## src/hdl/jsu_pkg.sv

```systemverilog
`default_nettype none
// ---------------------------------------------------------------------------
// jsu_pkg
// Shared types and codes for the JSON string unescaper.
// ---------------------------------------------------------------------------
package jsu_pkg;

    localparam int unsigned QueueDepth = 4;

    localparam logic [1:0] KIND_BYTE = 2'd0;
    localparam logic [1:0] KIND_DONE = 2'd1;
    localparam logic [1:0] KIND_ERR  = 2'd2;

    localparam logic [2:0] ERR_NO_QUOTE     = 3'd0;
    localparam logic [2:0] ERR_BAD_ESCAPE   = 3'd1;
    localparam logic [2:0] ERR_BAD_HEX      = 3'd2;
    localparam logic [2:0] ERR_BAD_LOW_SURR = 3'd3;
    localparam logic [2:0] ERR_UNTERMINATED = 3'd4;
    localparam logic [2:0] ERR_BAD_UTF8     = 3'd5;
    localparam logic [2:0] ERR_LONE_LOW     = 3'd6;

    // One input byte's results: last_idx + 1 results, byte k in bytes[8k+:8]
    typedef struct packed {
        logic [1:0]  kind;
        logic [2:0]  err;
        logic [1:0]  last_idx;
        logic [31:0] bytes;
    } t_burst;

endpackage
`default_nettype wire

```

## src/hdl/jsu_front.sv

```systemverilog
`default_nettype none
// ---------------------------------------------------------------------------
// jsu_front
// Parser: classifies each input byte and forms its burst of results.
// ---------------------------------------------------------------------------
module jsu_front
    import jsu_pkg::*;
(
    input  wire logic   i_clk,
    input  wire logic   i_rst_n,
    input  wire logic   i_accept,
    input  wire logic [7:0] i_byte,
    input  wire logic   i_eoi,
    output t_burst      o_burst,
    output logic        o_push
);

    localparam logic [2:0] M_WAIT = 3'd0;
    localparam logic [2:0] M_STR  = 3'd1;
    localparam logic [2:0] M_ESC  = 3'd2;
    localparam logic [2:0] M_HEX1 = 3'd3;
    localparam logic [2:0] M_BSL  = 3'd4;
    localparam logic [2:0] M_U    = 3'd5;
    localparam logic [2:0] M_HEX2 = 3'd6;

    localparam logic [7:0] CH_QUOTE = 8'h22;
    localparam logic [7:0] CH_BSL   = 8'h5C;

    logic [2:0]  r_mode, n_mode;
    logic [15:0] r_hex, n_hex;
    logic [1:0]  r_cnt, n_cnt;
    logic [9:0]  r_hs, n_hs;
    logic [1:0]  r_pend, n_pend;
    logic [2:0]  r_cls, n_cls;

    logic        push;
    t_burst      burst;
    logic        is_hex;
    logic [3:0]  hv;
    logic [15:0] hex_new;
    logic [20:0] cp;
    logic [10:0] cp_hi;
    logic [7:0]  lo, hi;

    always_comb begin
        is_hex = 1'b1;
        hv     = i_byte[3:0];
        if (i_byte >= 8'h30 && i_byte <= 8'h39) begin
            hv = i_byte[3:0];
        end else if ((i_byte >= 8'h61 && i_byte <= 8'h66) ||
                     (i_byte >= 8'h41 && i_byte <= 8'h46)) begin
            hv = i_byte[3:0] + 4'd9;
        end else begin
            is_hex = 1'b0;
        end
    end

    assign hex_new = {r_hex[11:0], hv};
    assign cp_hi   = {1'b0, r_hs} + 11'h040;

    always_comb begin
        lo = 8'h80;
        hi = 8'hBF;
        unique case (r_cls)
            3'd1:    lo = 8'hA0;
            3'd2:    hi = 8'h9F;
            3'd3:    lo = 8'h90;
            3'd4:    hi = 8'h8F;
            default: ;
        endcase
    end

    always_comb begin
        n_mode = r_mode;
        n_hex  = r_hex;
        n_cnt  = r_cnt;
        n_hs   = r_hs;
        n_pend = r_pend;
        n_cls  = r_cls;
        push   = 1'b0;
        burst  = '0;
        burst.kind = KIND_BYTE;
        cp     = '0;

        unique case (r_mode) inside
            M_WAIT: begin
                if (i_byte == CH_QUOTE) begin
                    n_mode = M_STR;
                    n_hex  = '0;
                    n_cnt  = '0;
                    n_hs   = '0;
                    n_pend = '0;
                    n_cls  = '0;
                end else begin
                    push = 1'b1;
                    burst.kind = KIND_ERR;
                    burst.err  = ERR_NO_QUOTE;
                end
            end
            M_STR: begin
                if (r_pend != 2'd0) begin
                    if (i_byte < lo || i_byte > hi) begin
                        n_mode = M_WAIT;
                        push = 1'b1;
                        burst.kind = KIND_ERR;
                        burst.err  = ERR_BAD_UTF8;
                    end else begin
                        n_pend = r_pend - 2'd1;
                        n_cls  = '0;
                        push = 1'b1;
                        burst.bytes[7:0] = i_byte;
                    end
                end else if (i_byte == CH_QUOTE) begin
                    n_mode = M_WAIT;
                    push = 1'b1;
                    burst.kind = KIND_DONE;
                end else if (i_byte == CH_BSL) begin
                    n_mode = M_ESC;
                end else if (i_byte == 8'h00) begin
                    n_mode = M_WAIT;
                    push = 1'b1;
                    burst.kind = KIND_ERR;
                    burst.err  = ERR_UNTERMINATED;
                end else if (i_byte < 8'h80) begin
                    push = 1'b1;
                    burst.bytes[7:0] = i_byte;
                end else if (i_byte < 8'hC2 || i_byte > 8'hF4) begin
                    n_mode = M_WAIT;
                    push = 1'b1;
                    burst.kind = KIND_ERR;
                    burst.err  = ERR_BAD_UTF8;
                end else begin
                    n_cls = 3'd0;
                    if (i_byte < 8'hE0) begin
                        n_pend = 2'd1;
                    end else if (i_byte < 8'hF0) begin
                        n_pend = 2'd2;
                        if (i_byte == 8'hE0) n_cls = 3'd1;
                        else if (i_byte == 8'hED) n_cls = 3'd2;
                    end else begin
                        n_pend = 2'd3;
                        if (i_byte == 8'hF0) n_cls = 3'd3;
                        else if (i_byte == 8'hF4) n_cls = 3'd4;
                    end
                    push = 1'b1;
                    burst.bytes[7:0] = i_byte;
                end
            end
            M_ESC: begin
                n_mode = M_STR;
                push = 1'b1;
                case (i_byte) inside
                    8'h5C, 8'h2F, 8'h22: burst.bytes[7:0] = i_byte;
                    8'h6E: burst.bytes[7:0] = 8'h0A;
                    8'h72: burst.bytes[7:0] = 8'h0D;
                    8'h62: burst.bytes[7:0] = 8'h08;
                    8'h66: burst.bytes[7:0] = 8'h0C;
                    8'h74: burst.bytes[7:0] = 8'h09;
                    8'h75: begin
                        n_mode = M_HEX1;
                        n_hex  = '0;
                        n_cnt  = '0;
                        push   = 1'b0;
                    end
                    default: begin
                        n_mode = M_WAIT;
                        burst.kind = KIND_ERR;
                        burst.err  = ERR_BAD_ESCAPE;
                    end
                endcase
            end
            M_HEX1, M_HEX2: begin
                if (!is_hex) begin
                    n_mode = M_WAIT;
                    push = 1'b1;
                    burst.kind = KIND_ERR;
                    burst.err  = ERR_BAD_HEX;
                end else begin
                    n_hex = hex_new;
                    n_cnt = r_cnt + 2'd1;
                    if (r_cnt == 2'd3) begin
                        if (r_mode == M_HEX1) begin
                            if (hex_new[15:10] == 6'b110110) begin
                                n_hs   = hex_new[9:0];
                                n_mode = M_BSL;
                            end else if (hex_new[15:10] == 6'b110111) begin
                                n_mode = M_WAIT;
                                push = 1'b1;
                                burst.kind = KIND_ERR;
                                burst.err  = ERR_LONE_LOW;
                            end else begin
                                n_mode = M_STR;
                                push = 1'b1;
                                cp = {5'd0, hex_new};
                            end
                        end else begin
                            if (hex_new[15:10] != 6'b110111) begin
                                n_mode = M_WAIT;
                                push = 1'b1;
                                burst.kind = KIND_ERR;
                                burst.err  = ERR_BAD_LOW_SURR;
                            end else begin
                                n_mode = M_STR;
                                push = 1'b1;
                                cp = {cp_hi[10:0], hex_new[9:0]};
                            end
                        end
                        if (n_mode == M_STR) begin
                            if (cp < 21'h80) begin
                                burst.last_idx = 2'd0;
                                burst.bytes[7:0] = cp[7:0];
                            end else if (cp < 21'h800) begin
                                burst.last_idx = 2'd1;
                                burst.bytes[7:0]  = {3'b110, cp[10:6]};
                                burst.bytes[15:8] = {2'b10, cp[5:0]};
                            end else if (cp < 21'h10000) begin
                                burst.last_idx = 2'd2;
                                burst.bytes[7:0]   = {4'b1110, cp[15:12]};
                                burst.bytes[15:8]  = {2'b10, cp[11:6]};
                                burst.bytes[23:16] = {2'b10, cp[5:0]};
                            end else begin
                                burst.last_idx = 2'd3;
                                burst.bytes[7:0]   = {5'b11110, cp[20:18]};
                                burst.bytes[15:8]  = {2'b10, cp[17:12]};
                                burst.bytes[23:16] = {2'b10, cp[11:6]};
                                burst.bytes[31:24] = {2'b10, cp[5:0]};
                            end
                        end
                    end
                end
            end
            M_BSL: begin
                if (i_byte == CH_BSL) begin
                    n_mode = M_U;
                end else begin
                    n_mode = M_WAIT;
                    push = 1'b1;
                    burst.kind = KIND_ERR;
                    burst.err  = ERR_BAD_LOW_SURR;
                end
            end
            M_U: begin
                if (i_byte == 8'h75) begin
                    n_mode = M_HEX2;
                    n_hex  = '0;
                    n_cnt  = '0;
                end else begin
                    n_mode = M_WAIT;
                    push = 1'b1;
                    burst.kind = KIND_ERR;
                    burst.err  = ERR_BAD_LOW_SURR;
                end
            end
            default: n_mode = M_WAIT;
        endcase

        // end of input with the string still open overrides everything
        if (i_eoi && n_mode != M_WAIT) begin
            n_mode = M_WAIT;
            push   = 1'b1;
            burst  = '0;
            burst.kind = KIND_ERR;
            burst.err  = ERR_UNTERMINATED;
        end
    end

    always_ff @(posedge i_clk) begin
        if (!i_rst_n) begin
            r_mode <= M_WAIT;
            r_hex  <= '0;
            r_cnt  <= '0;
            r_hs   <= '0;
            r_pend <= '0;
            r_cls  <= '0;
        end else if (i_accept) begin
            r_mode <= n_mode;
            r_hex  <= n_hex;
            r_cnt  <= n_cnt;
            r_hs   <= n_hs;
            r_pend <= n_pend;
            r_cls  <= n_cls;
        end
    end

    assign o_burst = burst;
    assign o_push  = i_accept & push;

endmodule
`default_nettype wire

```

## src/hdl/jsu_queue.sv

```systemverilog
`default_nettype none
// ---------------------------------------------------------------------------
// jsu_queue
// Short FIFO of result bursts between parser and output sequencer.
// ---------------------------------------------------------------------------
module jsu_queue
    import jsu_pkg::*;
#(
    parameter int unsigned DEPTH = QueueDepth
) (
    input  wire logic i_clk,
    input  wire logic i_rst_n,
    input  wire logic i_push,
    input  t_burst    i_burst,
    output logic      o_full,
    input  wire logic i_pop,
    output logic      o_valid,
    output t_burst    o_head
);

    localparam int unsigned AW = (DEPTH > 1) ? $clog2(DEPTH) : 1;
    localparam int unsigned CW = $clog2(DEPTH + 1);
    localparam logic [AW-1:0] LAST_PTR = AW'(DEPTH - 1);
    localparam logic [CW-1:0] FULL_CNT = CW'(DEPTH);
    localparam logic [AW-1:0] PTR_ONE  = AW'(1);
    localparam logic [CW-1:0] CNT_ONE  = CW'(1);

    t_burst        r_mem [DEPTH];
    logic [AW-1:0] r_wr, r_rd;
    logic [CW-1:0] r_cnt;
    logic          do_pop;

    assign do_pop = i_pop & (r_cnt != '0);

    always_ff @(posedge i_clk) begin
        if (i_push) begin
            r_mem[r_wr] <= i_burst;
        end
    end

    always_ff @(posedge i_clk) begin
        if (!i_rst_n) begin
            r_wr  <= '0;
            r_rd  <= '0;
            r_cnt <= '0;
        end else begin
            if (i_push) begin
                r_wr <= (r_wr == LAST_PTR) ? '0 : r_wr + PTR_ONE;
            end
            if (do_pop) begin
                r_rd <= (r_rd == LAST_PTR) ? '0 : r_rd + PTR_ONE;
            end
            if (i_push && !do_pop) begin
                r_cnt <= r_cnt + CNT_ONE;
            end else if (!i_push && do_pop) begin
                r_cnt <= r_cnt - CNT_ONE;
            end
        end
    end

    assign o_full  = (r_cnt == FULL_CNT);
    assign o_valid = (r_cnt != '0);
    assign o_head  = r_mem[r_rd];

endmodule
`default_nettype wire

```

## src/hdl/jsu_back.sv

```systemverilog
`default_nettype none
// ---------------------------------------------------------------------------
// jsu_back
// Output sequencer: unrolls each burst into single result transactions.
// ---------------------------------------------------------------------------
module jsu_back
    import jsu_pkg::*;
(
    input  wire logic   i_clk,
    input  wire logic   i_rst_n,
    input  wire logic   i_q_valid,
    input  t_burst      i_head,
    output logic        o_pop,
    output logic        o_valid,
    input  wire logic   i_ready,
    output logic [1:0]  o_kind,
    output logic [7:0]  o_byte,
    output logic [2:0]  o_err,
    output logic        o_last
);

    logic [1:0] r_idx;
    logic       r_valid;
    logic [1:0] r_kind;
    logic [7:0] r_byte;
    logic [2:0] r_err;
    logic       r_last;
    logic       load;
    logic       at_last;

    assign load    = i_q_valid & (~r_valid | i_ready);
    assign at_last = (r_idx == i_head.last_idx);
    assign o_pop   = load & at_last;

    always_ff @(posedge i_clk) begin
        if (!i_rst_n) begin
            r_valid <= 1'b0;
            r_idx   <= '0;
        end else begin
            if (load) begin
                r_valid <= 1'b1;
                r_idx   <= at_last ? 2'd0 : r_idx + 2'd1;
            end else if (i_ready) begin
                r_valid <= 1'b0;
            end
        end
    end

    always_ff @(posedge i_clk) begin
        if (load) begin
            r_kind <= i_head.kind;
            r_byte <= i_head.bytes[{r_idx, 3'b000} +: 8];
            r_err  <= i_head.err;
            r_last <= at_last;
        end
    end

    assign o_valid = r_valid;
    assign o_kind  = r_kind;
    assign o_byte  = r_byte;
    assign o_err   = r_err;
    assign o_last  = r_last;

endmodule
`default_nettype wire

```

## src/hdl/json_string_unescape.sv

```systemverilog
`default_nettype none
// ---------------------------------------------------------------------------
// json_string_unescape
// Streaming unescaper for quoted JSON strings, UTF-8 output.
// ---------------------------------------------------------------------------
// Input stream (s_*): one text byte per transaction, tlast marks the last
// byte available. Output stream (m_*): one result per transaction; tuser
// gives the kind (byte, done, error), tdata the byte and error code, tlast
// flags the final result caused by one input byte.
// The parser takes one byte per cycle unless the queue is full, and writes
// the byte's results, as one burst of up to four, into a four-entry queue;
// the output sequencer sends one result per cycle, while m_tready is high,
// from the queue head through an output register. The first result of a
// byte passes through the queue entry and then the output register.
// Throughput: one input byte per cycle while the output keeps up; a
// \u escape producing up to four UTF-8 bytes sends each as its own result,
// which the queue absorbs, so the output port sets the sustained rate.
// When the receiver stalls the queue fills and s_tready falls; nothing is
// dropped. Reset empties the queue and output register and returns the
// parser to waiting for an opening quote.
// ---------------------------------------------------------------------------
module json_string_unescape
    import jsu_pkg::*;
#(
    parameter int unsigned QUEUE_DEPTH = QueueDepth
) (
    input  wire logic        i_clk,
    input  wire logic        i_rst_n,
    input  wire logic        s_tvalid,
    output logic             s_tready,
    input  wire logic [7:0]  s_tdata,   // [7:0] in_byte
    input  wire logic        s_tlast,   // end_of_input
    output logic             m_tvalid,
    input  wire logic        m_tready,
    output logic [15:0]      m_tdata,   // [7:0] out_byte, [10:8] error_code
    output logic [1:0]       m_tuser,   // [1:0] kind
    output logic             m_tlast    // last_of_run
);

    logic   accept;
    logic   push;
    logic   full;
    logic   pop;
    logic   q_valid;
    t_burst burst;
    t_burst head;
    logic [7:0] out_byte;
    logic [2:0] out_err;

    assign s_tready = ~full;
    assign accept   = s_tvalid & ~full;

    jsu_front u_front (
        .i_clk    (i_clk),
        .i_rst_n  (i_rst_n),
        .i_accept (accept),
        .i_byte   (s_tdata),
        .i_eoi    (s_tlast),
        .o_burst  (burst),
        .o_push   (push)
    );

    jsu_queue #(
        .DEPTH (QUEUE_DEPTH)
    ) u_queue (
        .i_clk   (i_clk),
        .i_rst_n (i_rst_n),
        .i_push  (push),
        .i_burst (burst),
        .o_full  (full),
        .i_pop   (pop),
        .o_valid (q_valid),
        .o_head  (head)
    );

    jsu_back u_back (
        .i_clk     (i_clk),
        .i_rst_n   (i_rst_n),
        .i_q_valid (q_valid),
        .i_head    (head),
        .o_pop     (pop),
        .o_valid   (m_tvalid),
        .i_ready   (m_tready),
        .o_kind    (m_tuser),
        .o_byte    (out_byte),
        .o_err     (out_err),
        .o_last    (m_tlast)
    );

    assign m_tdata = {5'd0, out_err, out_byte};

endmodule
`default_nettype wire
```

## config.mk

```make
export PLATFORM = sky130hd
export DESIGN_NAME = json_string_unescape
export DESIGN_NICKNAME = d
export VERILOG_FILES = /design/src/hdl/jsu_pkg.sv /design/src/hdl/jsu_front.sv /design/src/hdl/jsu_queue.sv /design/src/hdl/jsu_back.sv /design/src/hdl/json_string_unescape.sv
export SDC_FILE = /design/constraint.sdc
export NUM_CORES = 1
export LEC_CHECK = 0
export BUFFER_PORTS_ARGS = -buffer_cell sky130_fd_sc_hd__buf_2
export CORE_AREA = 2 2 239 182
export CTS_BUF_LIST = sky130_fd_sc_hd__clkbuf_8
export DETAILED_ROUTE_END_ITERATION = 12
export DIE_AREA = 0 0 241 184
export HOLD_SLACK_MARGIN = 0.06
export SLEW_MARGIN = 20
export SYNTH_ARGS = -nofsm -noshare
export SYNTH_HDL_FRONTEND = slang
export SYNTH_HIERARCHICAL = 1
export SYNTH_SLANG_ARGS = --single-unit
```

## constraint.sdc

```tcl
create_clock -name i_clk -period 12 [get_ports i_clk]
set_clock_uncertainty 0.15 [all_clocks]
set_input_delay 1.2 -clock i_clk [delete_from_list [all_inputs] [get_ports i_clk]]
set_output_delay 1.2 -clock i_clk [all_outputs]
set_load 0.1 [all_outputs]
```

* Word-level counts from Yosys, hierarchy flattened
Memory sizes are Yosys's and may differ from the RTL's. A register that Yosys moved wholly into a read port is not among the register bits.
Cells that the tools add are included.
** Word-level totals
- Word-level logic and storage cells :: 303
- Input bits :: 13
- Memories kept :: 1
- Memory bits (read-only) :: 0
- Output and inout port bits :: 21
- Bits in latches :: 0
- Bits in registers :: 60
- Bits in writable memories :: 156
** Memory list
- u_queue.r_mem :: depth 4, bits a word 39, read ports 1, clocked after Yosys merged registers in 1, write ports 1, RTL line jsu_queue.sv:28 : t_burst r_mem [DEPTH];
** Operators by class
- Multiplexer cells :: 178
- Eq/ne operators :: 49
- Reduce and logical (&&, ||, !) cells :: 26
- Add/subtract/negate cells :: 9
- Div/mod/pow operators :: 0
- Bitwise logic cells :: 8
- Multiply operators :: 0
- Order comparisons :: 16
- Shift operators :: 1
** Operators with widths (number)
- $mux W16 :: 12
- $mux W24 :: 7
- $mux W21 :: 6
- $mux W3 :: 40
- $mux W8 :: 14
- $mux W5 :: 21
- $mux W39 :: 2
- $mux W34 :: 2
- $pmux W16 S4 :: 1
- $eq A8 B7 Y1 const B :: 7
- $mux W2 :: 27
- $mux W10 :: 5
- $eq A8 B8 Y1 const B :: 4
- $lt A8 B8 Y1 const B :: 4
- $shiftx A32 B6 Y8 :: 1
- $pmux W5 S6 :: 1
- $mux W1 :: 26
- $mux W26 :: 1
- $pmux W6 S2 :: 2
- $pmux W8 S3 :: 1
- $mux W22 :: 1
- $lt A21 B12 Y1 const B :: 1
- $lt A21 B17 Y1 const B :: 1
- $lt A21 B8 Y1 const B :: 1
- 47 further kinds :: 99

* Depth between registers and ports, before layout
- Depth in word-level cells :: 26
- Gate-level depth with buffers :: 16
- Mapped depth without buffers :: 16

* By module
The synthesis kept the hierarchy.
** By module, submodules not included
- jsu_queue :: instances 1, area each 6077.1 sq um, seq. area each 4864.7 sq um, cells each 249
- jsu_front :: instances 1, area each 3473.3 sq um, seq. area each 640.6 sq um, cells each 475
- jsu_back :: instances 1, area each 822.0 sq um, seq. area each 480.5 sq um, cells each 45
- json_string_unescape :: instances 1, area each 51.3 sq um, seq. area each 0.0 sq um, cells each 8

* Least setup slack after synthesis
No wires, ideal clock.
- Path type :: input-to-reg
- Start point :: in s_tdata[3]
- End point :: mem u_queue/r_mem[0][0] in the netlist's numbering, enable pin
- Path buffers :: 2
- Arrival :: 4.127 ns
- Path slack :: 7.323 ns
- Stages on the path :: 10
- Required time :: 11.450 ns
- Setup time :: 0.400 ns
- Cells stage by stage :: buf_2 or4b_4 a211oi_2 a41o_1 buf_4 nand2_1 o221ai_1 o31a_1 o31a_1 and2_1
** On the way
- Longest elaborated chain between the ends :: 15
- Elaborated cells on any way between the ends :: 68
- Those cells by class :: 11 x order compare; 9 x eq/ne; 37 x mux; 1 x bitwise; 10 x reduce/logical
** Ends and longest elaborated chain
- start: declaration :: RTL line json_string_unescape.sv:31 : input wire logic [7:0] s_tdata,
- $lt A8 B8 Y1 (tied with other cells) :: RTL line jsu_front.sv:127 : end else if (i_byte < 8'hC2 || i_byte > 8'hF4) begin
- $logic_or A1 B1 Y1 / $mux W2 (equally long branches) :: RTL line jsu_front.sv:127, jsu_front.sv:152
- $mux W3, on equally long branches :: RTL line jsu_front.sv:127, jsu_front.sv:152
- $mux W3, on equally long branches :: RTL line jsu_front.sv:124, jsu_front.sv:152
- $mux W3, on equally long branches :: RTL line jsu_front.sv:119, jsu_front.sv:152
- $mux W3, on equally long branches :: RTL line jsu_front.sv:117, jsu_front.sv:152
- $mux W3, on equally long branches :: RTL line jsu_front.sv:113, jsu_front.sv:152
- $mux W3, on equally long branches :: RTL line jsu_front.sv:101, jsu_front.sv:152
- $pmux W3 S6 :: RTL line jsu_front.sv:85 : unique case (r_mode) inside
- $reduce_bool A3 Y1 :: RTL line jsu_front.sv:258 : if (i_eoi && n_mode != M_WAIT) begin
- $logic_and A1 B1 Y1 :: RTL line jsu_front.sv:258
- $mux W1 * :: RTL line jsu_front.sv:258
- $and A1 B1 Y1 * :: RTL line jsu_front.sv:286 : assign o_push = i_accept & push;
- via push :: RTL line json_string_unescape.sv:41 : logic push;
- $mux W1 * :: RTL line jsu_queue.sv:36 : if (i_push) begin
- $mux W1 (not written as such) * :: RTL line jsu_queue.sv:37 : r_mem[r_wr] <= i_burst;
- end: declaration :: RTL line jsu_queue.sv:28
The timed path passes the listed nets; every way through them passes the cells marked *.

* Worst setup path in the final report
- Start point :: in s_tdata[0]
- End point :: reg u_queue.r_cnt[2]
** On the way
- Longest elaborated chain between the ends :: 16
- Elaborated cells on any way between the ends :: 71
- Those cells by class :: 11 x order compare; 9 x eq/ne; 36 x mux; 1 x bitwise; 14 x reduce/logical
** Ends and longest elaborated chain
- $lt A8 B8 Y1 (tied with other cells) :: RTL line jsu_front.sv:127
- $logic_or A1 B1 Y1 / $mux W2 (equally long branches) :: RTL line jsu_front.sv:127, jsu_front.sv:152
- $mux W3, on equally long branches :: RTL line jsu_front.sv:127, jsu_front.sv:152
- $mux W3, on equally long branches :: RTL line jsu_front.sv:124, jsu_front.sv:152
- $mux W3, on equally long branches :: RTL line jsu_front.sv:119, jsu_front.sv:152
- $mux W3, on equally long branches :: RTL line jsu_front.sv:117, jsu_front.sv:152
- $mux W3, on equally long branches :: RTL line jsu_front.sv:113, jsu_front.sv:152
- $mux W3, on equally long branches :: RTL line jsu_front.sv:101, jsu_front.sv:152
- $pmux W3 S6 :: RTL line jsu_front.sv:85
- $reduce_bool A3 Y1 :: RTL line jsu_front.sv:258
- $logic_and A1 B1 Y1 :: RTL line jsu_front.sv:258
- $mux W1 * :: RTL line jsu_front.sv:258
- $and A1 B1 Y1 * :: RTL line jsu_front.sv:286
- via push :: RTL line json_string_unescape.sv:41
- $logic_not A1 Y1 :: RTL line jsu_queue.sv:55 : end else if (!i_push && do_pop) begin
- $logic_and A1 B1 Y1 :: RTL line jsu_queue.sv:55
- $reduce_bool A2 Y1 (no line)
- end signal: assignment :: RTL line jsu_queue.sv:54 : r_cnt <= r_cnt + CNT_ONE;
- end signal: assignment :: RTL line jsu_queue.sv:56 : r_cnt <= r_cnt - CNT_ONE;
- end: declaration :: RTL line jsu_queue.sv:30 : logic [CW-1:0] r_cnt;
Marked as above.
A chain may end at the register's enable or synchronous reset.

==> impl_metrics.toml <==
[status]
status = "finished clean"

[yosys]
synth_top_area_cell = "sky130_fd_sc_hd__edfxtp_1"
yosys_top_cell_area_share_pct = 49.0
mappedNetlistArea_um2 = 10400
synth.avg_cell_area_um2 = 13.4
syn-instance-count = 777
post_synth_main_area_contributors = "sky130_fd_sc_hd__edfxtp_1, sky130_fd_sc_hd__mux4_2, sky130_fd_sc_hd__dfxtp_1"
yosys_warnings = 6
synthArstFlopShare_pct = 0
number_of_flops_mapped_to_enable_cells_by_yosys = 170
synth.top_cells.by_count = "sky130_fd_sc_hd__edfxtp_1, sky130_fd_sc_hd__nand2_1, sky130_fd_sc_hd__dfxtp_1, sky130_fd_sc_hd__mux4_2, sky130_fd_sc_hd__nor2_1"
yosys_most_used_dff = "sky130_fd_sc_hd__edfxtp_1"
yosys_register_bits = 214
synth_most_common_cell = "sky130_fd_sc_hd__edfxtp_1"
synth_seq_area_share_pct = 57.4
yosysUniqueCellTypes = 82

[sta]
rsz_0062_raised_after_global_routing = "no"
layout_min_cycle_time_ns = 5.02
setup_total_negative_slack_ns = 0
setup_viol_count_final = 0
least_margin_pin_slew_ns = 1.03
normalized_max_slew_margin_pct = 30.9
finalHoldViolations = 0
finalCritPeriodShare_pct = 41.8
final_max_slew_viol_count = 0
timing.fmax_ghz = 0.199

[final_layout]
final_layout_size_suffix_gt1_share_pct = 18.6
area_delta_synth_final_pct = 12.6
nNetsFinal = 831

[clocking]
cts_hold_buf = 0
cts_max_path_buffers = 3
cts_max_level = 2
postCtsResizedCells = 0
clock_insertion_delay_worst_skew_ns = 0.52
cts_buffers = 34
clk_pin_slew_worst_paths_ns = 0.06
cts_sinks = 214
cts_setup_buffers = 0
clockRootBuffer = "sky130_fd_sc_hd__clkbuf_8"
cts_tree = "yes"

[route]
vias_per_inst = 4.77
wl_per_cell_um = 17.0
detail_route.drc_violations = 0
initialDrtViolationCount = 683
ant_nets = 0
pre_repair_dr_iteration_count = 5
totalWireLength_um = 23800
detailroute.via_count = 6665

[worst_setup_path]
crit_path_max_fanout = 33
critical_path_max_stage_delay_ns = 0.53
worst_setup_path_start_kind = "primary input"
worst-endpoint-arrival_ns = 5.30
cp_slowest_cell = "sky130_fd_sc_hd__or4_1"
timing.critical_path.cells = "buf_2, inv_1, ha_1, nand2_1, nor3_2, or4_1, o21bai_1, or4_1, o31a_1, buf_4, o31a_1, ha_1, inv_1, fa_1, xor2_1, or3_1, a21boi_0"
endpoint_kind = "register"
critPathKind = "in -> reg"
data_required_time_at_the_worst_endpoint_ns = 12.28

[flow_run]
cap_violations = 0

[power]
total_power_w = 0.00212
powerDensity_nw_per_um2 = 180
max-vdd-ir-drop_v = 0.0000967
p_leak_nw = 3.77

[global_route]
grt_antenna_before_repair = 1
number_of_global_route_vias_before_repair = 6572
pin_count_of_the_biggest_net_entering_global_routing = 47
grt_pass1_wl_um = 37600
grt_overflow_total = 0
gr-usage-all-layers_pct = 10.9

[floorplanning]
coreArea_um2 = 41800
top_level_ports = 34
die-width_um = 241
std_cell_rows = 65
dieArea_um2 = 44300
fp.dieH_um = 184
initial_core_util_pct = 24.9

[placement]
buffer_ports.inserted = 28
hpwlAfterDp_um = 15700
finalWeightedCongestion = 0.903

[min_path]
hold_class = "reg -> reg"
[sequential cells by signal (all words and copies together), names as in the netlist, named ones only]
name            count
u_queue/r_mem     156
u_front/r_cnt       2
u_front/r_cls       3
u_back/o_valid      1
u_queue/r_rd        2
u_back/o_last       1
u_front/r_hex      12
u_queue/r_cnt       3
u_queue/r_wr        2
u_front/r_mode      3
u_back/o_kind       2
u_front/r_pend      2
u_back/r_idx        2
u_back/o_err        3
u_front/r_hs       10
u_back/o_byte       8
[per-stage QoR]
step                      hold WS, ns  setup WS (ns)  cells  cell area (um^2)  utilization, %
after floorplan                 0.298           7.32    783             10400               -
after global placement          0.312           6.67   1335             11100            26.5
after detailed placement        0.320           6.55   1335             11100            26.5
after CTS                       0.331           7.09   1396             11700            28.1
after global routing            0.354           6.78   1396             11700            28.1
final                           0.324           6.98   1397             11700            28.1
[area by class of cell]
class                      count  area, um^2
clock inverter                23         146
sequential                   214        5990
antenna                        1        2.50
inverter                      14        52.6
timing repair buffer          36         200
tap                          569         712
clock buffer                  38         523
fill                        4323       30100
multi-input combinational    502        4110
[critical path, delay by kind of cell]
family                   cells  cell delay, ns
XOR/XNOR                     1            0.08
AND/OR/NAND/NOR              5            1.67
adder cells (fa/ha/maj)      3            0.75
AO/OA/AOI/OAI                4            1.03
buffers and inverters        4            0.56
[final timing paths]
path	start	to	slack, ns	depth (start not counted)
max	s_tdata[0]	u_queue/r_cnt[2]$_SDFFE_PN0P_	6.98	17
min	u_front/r_cnt[1]$_SDFFE_PN0P_	u_front/r_cnt[1]$_SDFFE_PN0P_	0.32	2
max reg2reg	u_front/r_mode[0]$_SDFFE_PN0P_	u_queue/r_cnt[2]$_SDFFE_PN0P_	7.34	14
min reg2reg	u_front/r_cnt[1]$_SDFFE_PN0P_	u_front/r_cnt[1]$_SDFFE_PN0P_	0.32	2
[cell usage in the layout (no fill, tap or decap), types with 11 or more instances in the layout]
| cell type | Yosys | final |
|---|---|---|
| sky130_fd_sc_hd__a21oi_1 | 22 | 22 |
| sky130_fd_sc_hd__nor2b_1 | 36 | 36 |
| sky130_fd_sc_hd__a31oi_1 | 11 | 11 |
| sky130_fd_sc_hd__nand3_1 | 22 | 22 |
| sky130_fd_sc_hd__nor2_1 | 42 | 42 |
| sky130_fd_sc_hd__and3_1 | 11 | 11 |
| sky130_fd_sc_hd__nor3_1 | 24 | 24 |
| sky130_fd_sc_hd__mux2i_1 | 29 | 29 |
| sky130_fd_sc_hd__buf_2 | 15 | 28 |
| sky130_fd_sc_hd__nand2b_1 | 12 | 12 |
| sky130_fd_sc_hd__o21ai_0 | 17 | 17 |
| sky130_fd_sc_hd__ha_1 | 15 | 15 |
| sky130_fd_sc_hd__dfxtp_1 | 44 | 42 |
| sky130_fd_sc_hd__clkbuf_8 | 0 | 38 |
| sky130_fd_sc_hd__inv_1 | 13 | 25 |
| sky130_fd_sc_hd__mux4_2 | 44 | 44 |
| sky130_fd_sc_hd__edfxtp_1 | 170 | 170 |
| sky130_fd_sc_hd__nand2_1 | 47 | 47 |
[cell families (layout without fill, tap and decap cells)]
family / Yosys count / in the layout / share of synthesized area [%]
mux: 76 / 76 / 13.0
flops: 214 / 214 / 57.4
simple gates: 266 / 266 / 14.5
compound gates: 128 / 128 / 8.73
other cells: 2 / 9 / 0.0720
buf+inv: 67 / 111 / 3.53
fa+ha+maj: 16 / 16 / 1.99
xor+xnor: 8 / 8 / 0.744
[power by group]
part,switching (W),total (W),internal [W]
Sequential,0.0000452,0.000954,0.000909
Clock,0.000284,0.000618,0.000334
Combinational,0.000376,0.000545,0.000169
Total,0.000705,0.00212,0.00141
[per-layer routing]
metal	part of all wire (%)	vias up	track usage (%)	wire [um]
li1	-	3071	-	-
met4	1.4	0	2.72	340
met3	6.8	32	2.72	1610
met5	0	-	0	0
met2	43	219	16.1	10300
met1	48	3343	16.0	11500
Power figures use the tool's default switching activity.
